===== config.mk =====
export PLATFORM = sky130hd
export DESIGN_NAME = octal_tree_bitmap_decoder
export DESIGN_NICKNAME = d
export VERILOG_FILES = /design/src/rtl/core/otbd_pkg.sv /design/src/rtl/core/otbd_ctrl.sv /design/src/rtl/core/otbd_datapath.sv /design/src/rtl/core/octal_tree_bitmap_decoder.sv
export SDC_FILE = /design/constraint.sdc
export NUM_CORES = 1
export LEC_CHECK = 0
export BUFFER_PORTS_ARGS = -buffer_cell sky130_fd_sc_hd__buf_2
export CORE_UTILIZATION = 40
export DETAILED_ROUTE_END_ITERATION = 8
export GPL_ROUTABILITY_DRIVEN = 0
export PLACE_DENSITY = 0.57
export SLEW_MARGIN = 20
export SYNTH_ARGS = -nofsm -noshare
export SYNTH_HDL_FRONTEND = slang
export SYNTH_SLANG_ARGS = --single-unit

===== constraint.sdc =====
create_clock -name clk_i -period 10.4 [get_ports clk_i]
set_input_delay 2.08 -clock clk_i [delete_from_list [all_inputs] [get_ports clk_i]]
set_output_delay 2.08 -clock clk_i [all_outputs]
set_load 0.005 [all_outputs]

===== src/rtl/core/otbd_pkg.sv =====
// Shared constants and types of the octal tree bitmap decoder.
`default_nettype none

package otbd_pkg;

  localparam int unsigned MAX_LEVELS = 6;
  localparam int unsigned STACK_DEPTH = MAX_LEVELS - 1;
  localparam int unsigned LVL_W = 3;
  localparam int unsigned DEPTH_W = 3;
  localparam int unsigned CUR_W = 4;
  localparam int unsigned POS_W = 15;
  localparam int unsigned BYTE_W = 8;

  typedef enum logic [1:0] {
    ST_IDLE,
    ST_LOAD,
    ST_SETTLE
  } otbd_state_e;

  // Commands from the controller to the datapath.
  typedef struct packed {
    logic accept;
    logic step;
    logic finish;
  } otbd_cmd_t;

  // Status from the datapath to the controller.
  typedef struct packed {
    logic stop;
    logic out_free;
  } otbd_stat_t;

endpackage

`default_nettype wire


===== src/rtl/core/otbd_ctrl.sv =====
// Controller state machine of the octal tree bitmap decoder.
`default_nettype none

module otbd_ctrl import otbd_pkg::*; (
  input  wire logic       clk_i,
  input  wire logic       rst_ni,
  input  wire logic       in_valid_i,
  output logic            in_ready_o,
  input  wire otbd_stat_t stat_i,
  output otbd_cmd_t       cmd_o
);

  otbd_state_e state_q, state_d;

  always_ff @(posedge clk_i or negedge rst_ni) begin
    if (!rst_ni) begin
      state_q <= ST_IDLE;
    end else begin
      state_q <= state_d;
    end
  end

  always_comb begin
    state_d = state_q;
    cmd_o = '0;
    in_ready_o = 1'b0;
    case (state_q)
      ST_IDLE: begin
        in_ready_o = 1'b1;
        if (in_valid_i) begin
          cmd_o.accept = 1'b1;
          state_d = ST_SETTLE;
        end
      end
      ST_SETTLE: begin
        if (!stat_i.stop) begin
          cmd_o.step = 1'b1;
        end else if (stat_i.out_free) begin
          cmd_o.finish = 1'b1;
          state_d = ST_IDLE;
        end
      end
      default: begin
        state_d = ST_IDLE;
      end
    endcase
  end

endmodule

`default_nettype wire


===== src/rtl/core/otbd_datapath.sv =====
// Datapath of the octal tree bitmap decoder: level stack, position and result register.
`default_nettype none

module otbd_datapath import otbd_pkg::*; (
  input  wire logic              clk_i,
  input  wire logic              rst_ni,
  input  wire logic              cfg_we_i,
  input  wire logic [LVL_W-1:0]  cfg_data_i,
  input  wire logic [BYTE_W-1:0] tree_byte_i,
  input  wire otbd_cmd_t         cmd_i,
  output otbd_stat_t             stat_o,
  input  wire logic              out_ready_i,
  output logic                   out_valid_o,
  output logic                   is_leaf_o,
  output logic [POS_W-1:0]       byte_index_o,
  output logic [BYTE_W-1:0]      hit_bits_o,
  output logic                   tree_done_o
);

  logic [LVL_W-1:0]   levels_q;
  logic [DEPTH_W-1:0] depth_q, depth_d;
  logic [POS_W-1:0]   pos_q, pos_d;
  logic [BYTE_W-1:0]  mask_q [STACK_DEPTH];
  logic [CUR_W-1:0]   cur_q [STACK_DEPTH];
  logic [CUR_W-1:0]   cur_d [STACK_DEPTH];

  logic               pend_leaf_q;
  logic [POS_W-1:0]   pend_idx_q;
  logic [BYTE_W-1:0]  pend_hits_q;

  logic               out_valid_q;
  logic               leaf_q;
  logic [POS_W-1:0]   idx_q;
  logic [BYTE_W-1:0]  hits_q;
  logic               done_q;

  logic [DEPTH_W-1:0] top;
  logic [BYTE_W-1:0]  top_mask;
  logic [CUR_W-1:0]   top_cur;
  logic               top_bit;
  logic               is_leaf_item;
  logic [POS_W-1:0]   skip;
  logic [LVL_W:0]     skip_exp;
  logic [LVL_W-1:0]   cfg_levels;

  assign top = depth_q - DEPTH_W'(1);

  always_comb begin
    top_mask = '0;
    top_cur = '0;
    for (int i = 0; i < STACK_DEPTH; i++) begin
      if (top == DEPTH_W'(i)) begin
        top_mask = mask_q[i];
        top_cur = cur_q[i];
      end
    end
  end

  assign top_bit = ~top_cur[CUR_W-1] & top_mask[top_cur[CUR_W-2:0]];
  assign stat_o.stop = (depth_q == '0) || top_bit;
  assign stat_o.out_free = ~out_valid_q | out_ready_i;

  // A leaf sits one level below the deepest open interior node.
  assign is_leaf_item = ({1'b0, depth_q} + (DEPTH_W + 1)'(1)) >= {1'b0, levels_q};

  // A missing child of the top node covers 8^(levels - depth - 1) vector bytes.
  assign skip_exp = {1'b0, levels_q} - {1'b0, depth_q} - (LVL_W + 1)'(1);
  always_comb begin
    if (levels_q <= depth_q) begin
      skip = POS_W'(1);
    end else begin
      skip = POS_W'(1) << (skip_exp * (LVL_W + 1)'(3));
    end
  end

  // Out-of-range level counts saturate into 1..MAX_LEVELS.
  always_comb begin
    if (cfg_data_i == '0) begin
      cfg_levels = LVL_W'(1);
    end else if (cfg_data_i > LVL_W'(MAX_LEVELS)) begin
      cfg_levels = LVL_W'(MAX_LEVELS);
    end else begin
      cfg_levels = cfg_data_i;
    end
  end

  always_comb begin
    depth_d = depth_q;
    pos_d = pos_q;
    for (int i = 0; i < STACK_DEPTH; i++) begin
      cur_d[i] = cur_q[i];
    end
    if (cmd_i.accept) begin
      if (is_leaf_item) begin
        pos_d = pos_q + POS_W'(1);
        for (int i = 0; i < STACK_DEPTH; i++) begin
          if (depth_q != '0 && top == DEPTH_W'(i)) begin
            cur_d[i] = cur_q[i] + CUR_W'(1);
          end
        end
      end else begin
        depth_d = depth_q + DEPTH_W'(1);
        for (int i = 0; i < STACK_DEPTH; i++) begin
          if (depth_q == DEPTH_W'(i)) begin
            cur_d[i] = '0;
          end
        end
      end
    end else if (cmd_i.step) begin
      if (!top_cur[CUR_W-1]) begin
        // Skip a missing child of the top node.
        pos_d = pos_q + skip;
        for (int i = 0; i < STACK_DEPTH; i++) begin
          if (top == DEPTH_W'(i)) begin
            cur_d[i] = cur_q[i] + CUR_W'(1);
          end
        end
      end else begin
        // Top node exhausted: pop it and advance its parent.
        depth_d = top;
        for (int i = 0; i < STACK_DEPTH; i++) begin
          if (top != '0 && top - DEPTH_W'(1) == DEPTH_W'(i)) begin
            cur_d[i] = cur_q[i] + CUR_W'(1);
          end
        end
      end
    end else if (cmd_i.finish && depth_q == '0) begin
      pos_d = '0;
    end
    if (cfg_we_i) begin
      depth_d = '0;
      pos_d = '0;
    end
  end

  always_ff @(posedge clk_i or negedge rst_ni) begin
    if (!rst_ni) begin
      levels_q <= LVL_W'(1);
      depth_q <= '0;
      pos_q <= '0;
      out_valid_q <= 1'b0;
    end else begin
      if (cfg_we_i) begin
        levels_q <= cfg_levels;
      end
      depth_q <= depth_d;
      pos_q <= pos_d;
      if (cmd_i.finish) begin
        out_valid_q <= 1'b1;
      end else if (out_ready_i) begin
        out_valid_q <= 1'b0;
      end
    end
  end

  always_ff @(posedge clk_i) begin
    for (int i = 0; i < STACK_DEPTH; i++) begin
      cur_q[i] <= cur_d[i];
      if (cmd_i.accept && !is_leaf_item && depth_q == DEPTH_W'(i)) begin
        mask_q[i] <= tree_byte_i;
      end
    end
    if (cmd_i.accept) begin
      pend_leaf_q <= is_leaf_item;
      pend_idx_q <= is_leaf_item ? pos_q : '0;
      pend_hits_q <= is_leaf_item ? tree_byte_i : '0;
    end
    if (cmd_i.finish) begin
      leaf_q <= pend_leaf_q;
      idx_q <= pend_idx_q;
      hits_q <= pend_hits_q;
      done_q <= (depth_q == '0);
    end
  end

  assign out_valid_o = out_valid_q;
  assign is_leaf_o = leaf_q;
  assign byte_index_o = idx_q;
  assign hit_bits_o = hits_q;
  assign tree_done_o = done_q;

endmodule

`default_nettype wire


===== src/rtl/core/octal_tree_bitmap_decoder.sv =====
// Top level of the octal tree bitmap decoder.
// Walk: after a request is accepted, the settle walk skips missing children of the top node and pops
// exhausted levels until a present child or an empty stack is found, then moves the result out.
// Flow: one request at a time; the settle walk does one skip or one pop per cycle, and a result still
// held in the output register stalls the next one.
// Reset clears the walk state and sets the level count to 1; a register write also clears the walk.
`default_nettype none

module octal_tree_bitmap_decoder import otbd_pkg::*; (
  input  wire logic              clk_i,
  input  wire logic              rst_ni,
  input  wire logic              cfg_we_i,
  input  wire logic [LVL_W-1:0]  cfg_data_i,
  input  wire logic              in_valid_i,
  output logic                   in_ready_o,
  input  wire logic [BYTE_W-1:0] tree_byte_i,
  output logic                   out_valid_o,
  input  wire logic              out_ready_i,
  output logic                   is_leaf_o,
  output logic [POS_W-1:0]       byte_index_o,
  output logic [BYTE_W-1:0]      hit_bits_o,
  output logic                   tree_done_o
);

  otbd_cmd_t  cmd;
  otbd_stat_t stat;

  // The controller accepts a byte, lets the datapath walk the stack until a present child
  // or an empty stack is found, then moves the result into the output register.
  otbd_ctrl u_ctrl (
    .clk_i      (clk_i),
    .rst_ni     (rst_ni),
    .in_valid_i (in_valid_i),
    .in_ready_o (in_ready_o),
    .stat_i     (stat),
    .cmd_o      (cmd)
  );

  // The datapath holds the level masks and cursors, the vector position and the
  // output register, which lets the next request enter while a result waits.
  otbd_datapath u_dp (
    .clk_i        (clk_i),
    .rst_ni       (rst_ni),
    .cfg_we_i     (cfg_we_i),
    .cfg_data_i   (cfg_data_i),
    .tree_byte_i  (tree_byte_i),
    .cmd_i        (cmd),
    .stat_o       (stat),
    .out_ready_i  (out_ready_i),
    .out_valid_o  (out_valid_o),
    .is_leaf_o    (is_leaf_o),
    .byte_index_o (byte_index_o),
    .hit_bits_o   (hit_bits_o),
    .tree_done_o  (tree_done_o)
  );

endmodule

`default_nettype wire

==> results of run 1 <==
==> power by group <==
group	internal (µW)	switching, µW
clock network	399	224
registers	756	61.5
logic	355	696
==> cell families after synthesis <==
family                     synth area share, %
and+or+nand+nor                           14.2
adders and majority gates                 7.60
muxes                                    0.143
buffers and inverters                     3.39
AOI/OAI and AO/OA                         15.9
DFF                                       55.2
xor gates and xnor gates                  3.62
==> per-stage QoR <==
stage          instance area (µm²)  hold WS [ns]  util, %  total power [µW]
2_1_floorplan                 6980         0.400        -              1560
3_3_place_gp                  7410         0.403     44.1              1840
3_5_place_dp                  7410         0.405     44.1              1870
4_1_cts                       8020         0.417     47.7              2500
5_1_grt                       8020         0.419     47.7              2660
6_report                      8020         0.416     47.7              2490
==> registers in the layout, summed over array words and instances (netlist names) <==
| signal | count |
|---|---|
| u_ctrl.state_q | 1 |
| u_dp.depth_q | 3 |
| u_dp.hit_bits_o | 8 |
| u_dp.pend_idx_q | 15 |
| u_dp.pos_q | 15 |
| u_dp.tree_done_o | 1 |
| u_dp.cur_q | 20 |
| u_dp.levels_q | 3 |
| u_dp.is_leaf_o | 1 |
| u_dp.mask_q | 40 |
| u_dp.pend_hits_q | 8 |
| u_dp.pend_leaf_q | 1 |
| u_dp.byte_index_o | 15 |
| u_dp.out_valid_o | 1 |
==> per-layer routing <==
metal  up-vias  wire [µm]  share of wire [%]  GRT usage, %
met5         -          0                  0             0
met1      2466       7730                 48          27.0
met4         0        286                1.8          6.49
met2       146       7270                 45          29.0
li1       2396          -                  -             -
met3        25        747                4.7          4.23
==> final cells by class <==
| type | instances | area, µm² |
|---|---|---|
| Inverter | 33 | 124 |
| Timing Repair Buffer | 49 | 263 |
| Clock buffer | 18 | 429 |
| Tap cell | 220 | 275 |
| Sequential cell | 132 | 3850 |
| Clock inverter | 14 | 184 |
| Multi-Input combinational cell | 429 | 2900 |
| Fill cell | 1510 | 8790 |
==> cell usage after synthesis, drive strengths merged (12+ instances only) <==
cell type  instances  area [µm²]
edfxtp           109        3270
nor2              62         233
ha                36         450
nand2             36         135
a21oi             34         170
inv               33         124
o21ai             32         160
and2              23         144
dfrtp             22         551
nand3             19        95.1
clkbuf            18        67.6
a31oi             17         106
xnor2             16         148
and3              15        93.8
xor2              12         105
==> worst paths after layout <==
kind,startpoint,to,slack (ns),depth (start not counted)
min in group asynchronous,rst_ni,u_dp.levels_q[2],1.68,1
worst min register to register,u_dp.pend_leaf_q,u_dp.is_leaf_o,0.42,0
worst max register to register,u_dp.depth_q[0],u_dp.pos_q[9],5.12,19
worst max-delay path,u_dp.depth_q[0],u_dp.pos_q[9],5.12,19
worst min-delay path,u_dp.pend_leaf_q,u_dp.is_leaf_o,0.42,0
max in group asynchronous,rst_ni,u_dp.pos_q[12],8.32,1
==> results.cfg, run 1 <==
[status]
status = completed

[synth]
synth_area_um2 = 6980
synthArstFlopShare_pct = 17.4
synth_flop_cell = edfxtp_1
netlist_instances = 622
syn_avg_cell_area_um2 = 11.2
synthDistinctLibCells = 65
synth_edf_count = 109
ys_ff_latch = 132
seq_area_frac_synth_pct = 55.2
yosys_warnings = 0
syn_nets = 678

[setup_path]
crit_path_top_delay_cell = fa_1
endpoint_kind = flip-flop
cp-start-kind = flip-flop
path_cells = inv_1 -> ha_1 -> inv_1 -> fa_1 -> nand2b_1 -> fa_1 -> xor2_1 -> xnor2_1 -> nand3_1 -> nor2_1 -> ha_1 -> a211o_1 -> a21oi_1 -> nor2_1 -> o221ai_1 -> o21ai_0 -> or3_1 -> a31oi_1 -> o21ai_0
path_buf_inv = 2
crit_family = adder cells
crit_type = flip-flop to flip-flop
cp.arrival_ns = 5.56
critPathRequiredTime_ns = 10.68
worstPathMaxFanout = 10
cpPeakStageDelay_ns = 0.57

[pwr]
leakage_uw = 0.00313
p_per_area_nw_per_um2 = 311
ir_drop_mv = 0.182

[cells_and_area]
syn_to_final_growth_pct = 14.9
final_common_cell = edfxtp_1
drive_gt1_share_pct = 13.2
diodes = 0
finalNonFillerCells = 895
final_net_count = 718
layout_common_cells = edfxtp_1 (109), nor2_1 (62), buf_2 (42)

[sta]
finalWorstSetupSlack_ns = 5.12
finalHoldViolCount = 0
skew_ns = 0.00589
worst_pin_slew_ns = 0.995
setup_tns_ns = 0
fmax_mhz = 189
drv_slew = 0
relSlewSlack_pct = 33.6
fin_crit_sh_pct = 50.8
setup_violations = 0
min_period_ns = 5.28
rsz0062_at_grt = false

[global_route]
grtUsageTotal_pct = 19.1
grt_pass1_wl_um = 26200
grt_max_degree = 40
grt_pass1_vias = 4879
grt_antenna_before_repair = 0
grt-ovfl-total = 0

[die]
die_h_um = 134
die_area_um2 = 18000
core_um2 = 16800
die_x_um = 134
start_util_pct = 41.5
ios = 43
rows = 47

[clocking]
worstSkewPairLatency_ns = 0.42
post_cts_buffers = 0
h-tree-depth = 4
cts.repair.resized = 0
cts_buffers = 17
clk_pin_slew_ns = 0.06
cts_root_buf = clkbuf_16
hold_buffers = 0
numClockSinks = 132
cts_buffer_depth = 2
tritoncts = yes

[routing]
dr.pass1.iters = 5
routed_wl_um = 16000
viasPerCell = 5.62
wl_per_cell_um = 17.9
drt_iter0_drc = 432
dr_total_vias = 5033
postRouteAntennaNets = 0
drc = 0

[placed_design]
dp_hpwl_um = 11000
placed_cells = 863
place_ws_ns = 5.17
io_buffers = 42

[flow_run]
maxCapViolCount = 0

[worst_hold_path]
hp-class = flip-flop to flip-flop
Note: power is estimated with default switching activity, not from simulation.
==> run 2, diff against run 1 <==
Settings changed: ABC_AREA set to 1, PLACE_DENSITY 0.57 to 0.59.
Clock period 10.4 ns to 4.42 ns, I/O delays scaled along.
==> results.cfg, run 2 <==
[routing]
viasPerCell = 5.08
wl_per_cell_um = 15.1
dr_total_vias = 5851
postRouteAntennaNets = 0
drc = 10
drt_iter0_drc = 398
dr.pass1.iters = 7
routed_wl_um = 17400

[cells_and_area]
drive_gt1_share_pct = 18.0
syn_to_final_growth_pct = 18.2
top_regs = u_dp.mask_q: 40 flops, u_dp.cur_q: 20 flops
top_register = u_dp.mask_q
final_net_count = 965
finalNonFillerCells = 1151
fin_util_pct = 48.7
diodes = 0
largest_reg_flops = 40
fillers = 1689
layout_common_cells = nand2_1 (174), inv_1 (114), edfxtp_1 (109)
fin_area_um2 = 8810
final_common_cell = nand2_1

[pwr]
p_seq_share_pct = 31.1
ir_drop_mv = 0.413
power.switching_uw = 3030
leakage_uw = 0.00391
power.internal_uw = 4030
swShare_pct = 42.9
pwr-share-comb_pct = 48.9
p_per_area_nw_per_um2 = 802
p_clk_share_pct = 20.1

[sta]
timing.hold.ws_ns = 0.416
drv_slew = 0
skew_ns = 0.00748
worst_pin_slew_ns = 0.681
rsz0062_at_grt = true
finalHoldViolCount = 0
setup_violations = 0
fin_crit_sh_pct = 95.4
relSlewSlack_pct = 54.6
min_period_ns = 4.22
fmax_mhz = 237

[global_route]
grt-ovfl-total = 0
grt_pass1_vias = 5558
grtUsageTotal_pct = 19.1
grt_max_degree = 28
grt_pass1_wl_um = 28500
grt_antenna_before_repair = 0

[synth]
synth_area_um2 = 7450
netlist_instances = 833
syn_avg_cell_area_um2 = 8.94
synthDistinctLibCells = 47
yosys_warnings = 0
yosysTopAreaCellShare_pct = 43.9
syn_nets = 889
synth_commonest_cells = nand2_1 (180), inv_1 (117), edfxtp_1 (109)
synthArstFlopShare_pct = 17.4
synthTopCellsByArea = edfxtp_1 (44%), nand2_1 (9.1%), dfrtp_1 (7.4%)
ys_ff_latch = 132
yosys.area.top_type = edfxtp_1
synth_edf_count = 109
seq_area_frac_synth_pct = 51.7
synth.most_common_cell = nand2_1
synth_flop_cell = edfxtp_1

[die]
rows = 49
start_util_pct = 41.2
die_x_um = 138
ios = 43
die_area_um2 = 19200
die_h_um = 138
core_um2 = 18100

[placed_design]
placed_cells = 1112
dpl_cell_area_um2 = 8060
io_buffers = 42
dp_hpwl_um = 12300

[clocking]
clk_pin_slew_ns = 0.06
hold_buffers = 0
worstSkewPairLatency_ns = 0.42
h-tree-depth = 4
tritoncts = yes
cts_root_buf = clkbuf_16
cts_buffer_depth = 2
numClockSinks = 132
cts_buffers = 17

[setup_path]
endpoint_kind = flip-flop
worstPathMaxFanout = 5
cp-start-kind = flip-flop
rr_startpoint = u_dp.levels_q[0]
crit_type = flip-flop to flip-flop
cp.arrival_ns = 4.53
cpPeakStageDelay_ns = 0.57
crit_start = u_dp.levels_q[0]
crit_top_cell = nand2_1
critPathRequiredTime_ns = 4.73
crit_path_top_delay_cell = dfstp_2

[status]
violations = design-rule violations
status = complete, but fails checks

[worst_hold_path]
hp-start = u_dp.pend_idx_q[11]
hp-class = flip-flop to flip-flop

[flow_run]
maxCapViolCount = 0
[run 2: cell type report]
| type | instances | area [µm²] | share of cell area, % |
|---|---|---|---|
| multi-input combinational | 554 | 3110 | 35.4 |
| inverter | 125 | 469 | 5.33 |
| sequential | 132 | 3850 | 43.7 |
| clock inverter | 13 | 158 | 1.79 |
| clock buffer | 19 | 433 | 4.92 |
| tap | 229 | 287 | 3.25 |
| timing repair buffer | 79 | 495 | 5.63 |
[run 2: logic make-up (layout without fill, tap and decap cells)]
logic type,Yosys count,after routing,share of synthesized area (%)
simple gates,389,389,23.2
buf+inv,147,236,7.88
flops,132,132,51.7
compound gates,111,111,8.45
fa+ha+maj,40,40,7.12
xor+xnor,14,14,1.65
[run 2: path summary, 6_finish.rpt]
path                                          to  slack, ns  cells after the start
min in group asynchronous          u_dp.pos_q[8]       0.46                      1
max in group asynchronous       u_dp.levels_q[1]       3.57                      1
min reg2reg                u_dp.byte_index_o[11]       0.42                      0
max reg2reg                       u_dp.pos_q[12]       0.20                     29
max                               u_dp.pos_q[12]       0.20                     29
min                        u_dp.byte_index_o[11]       0.42                      0
[run 2: routing by layer]
metal	track usage (%)	vias up	routed length (µm)
li1	-	2948	-
met1	27.3	2745	8760
met2	28.5	140	7530
met3	3.29	18	774
met4	8.10	0	316
met5	0	-	0
[run 2: metrics by stage]
stage	setup WS, ns	total power, µW	setup TNS, ns
6_report	0.204	7060	0
3_3_place_gp	0.129	5460	0
4_1_cts	0.00560	6930	0
5_1_grt	-0.121	7610	-0.307
2_1_floorplan	0.155	4460	0
3_5_place_dp	0.0177	5490	0
[run 2: repair_timing]
item,in CTS,in global routing
endpoints found under the setup margin,1,9
buffers inserted,0,7
cloned,0,0
gates resized for setup,1,35
pin swaps,0,16
[run 2: worst max-delay path: cells and delay by family, from the launching register on]
family / cells / cell delay [ns]
AOI/OAI and AO/OA: 6 / 0.80
adders and majority gates: 4 / 1.33
buffers and inverters: 4 / 0.22
DFF: 1 / 0.57
and+or+nand+nor: 15 / 1.18
[run 2: power by group through the flow]
stage | logic (µW) | clock network (µW) | registers [µW]
after floorplan | 2280 | 0 | 2180
after global placement | 3250 | 0 | 2210
after detailed placement | 3270 | 0 | 2210
after CTS | 3290 | 1440 | 2190
after global routing | 3880 | 1490 | 2240
final | 3450 | 1420 | 2190
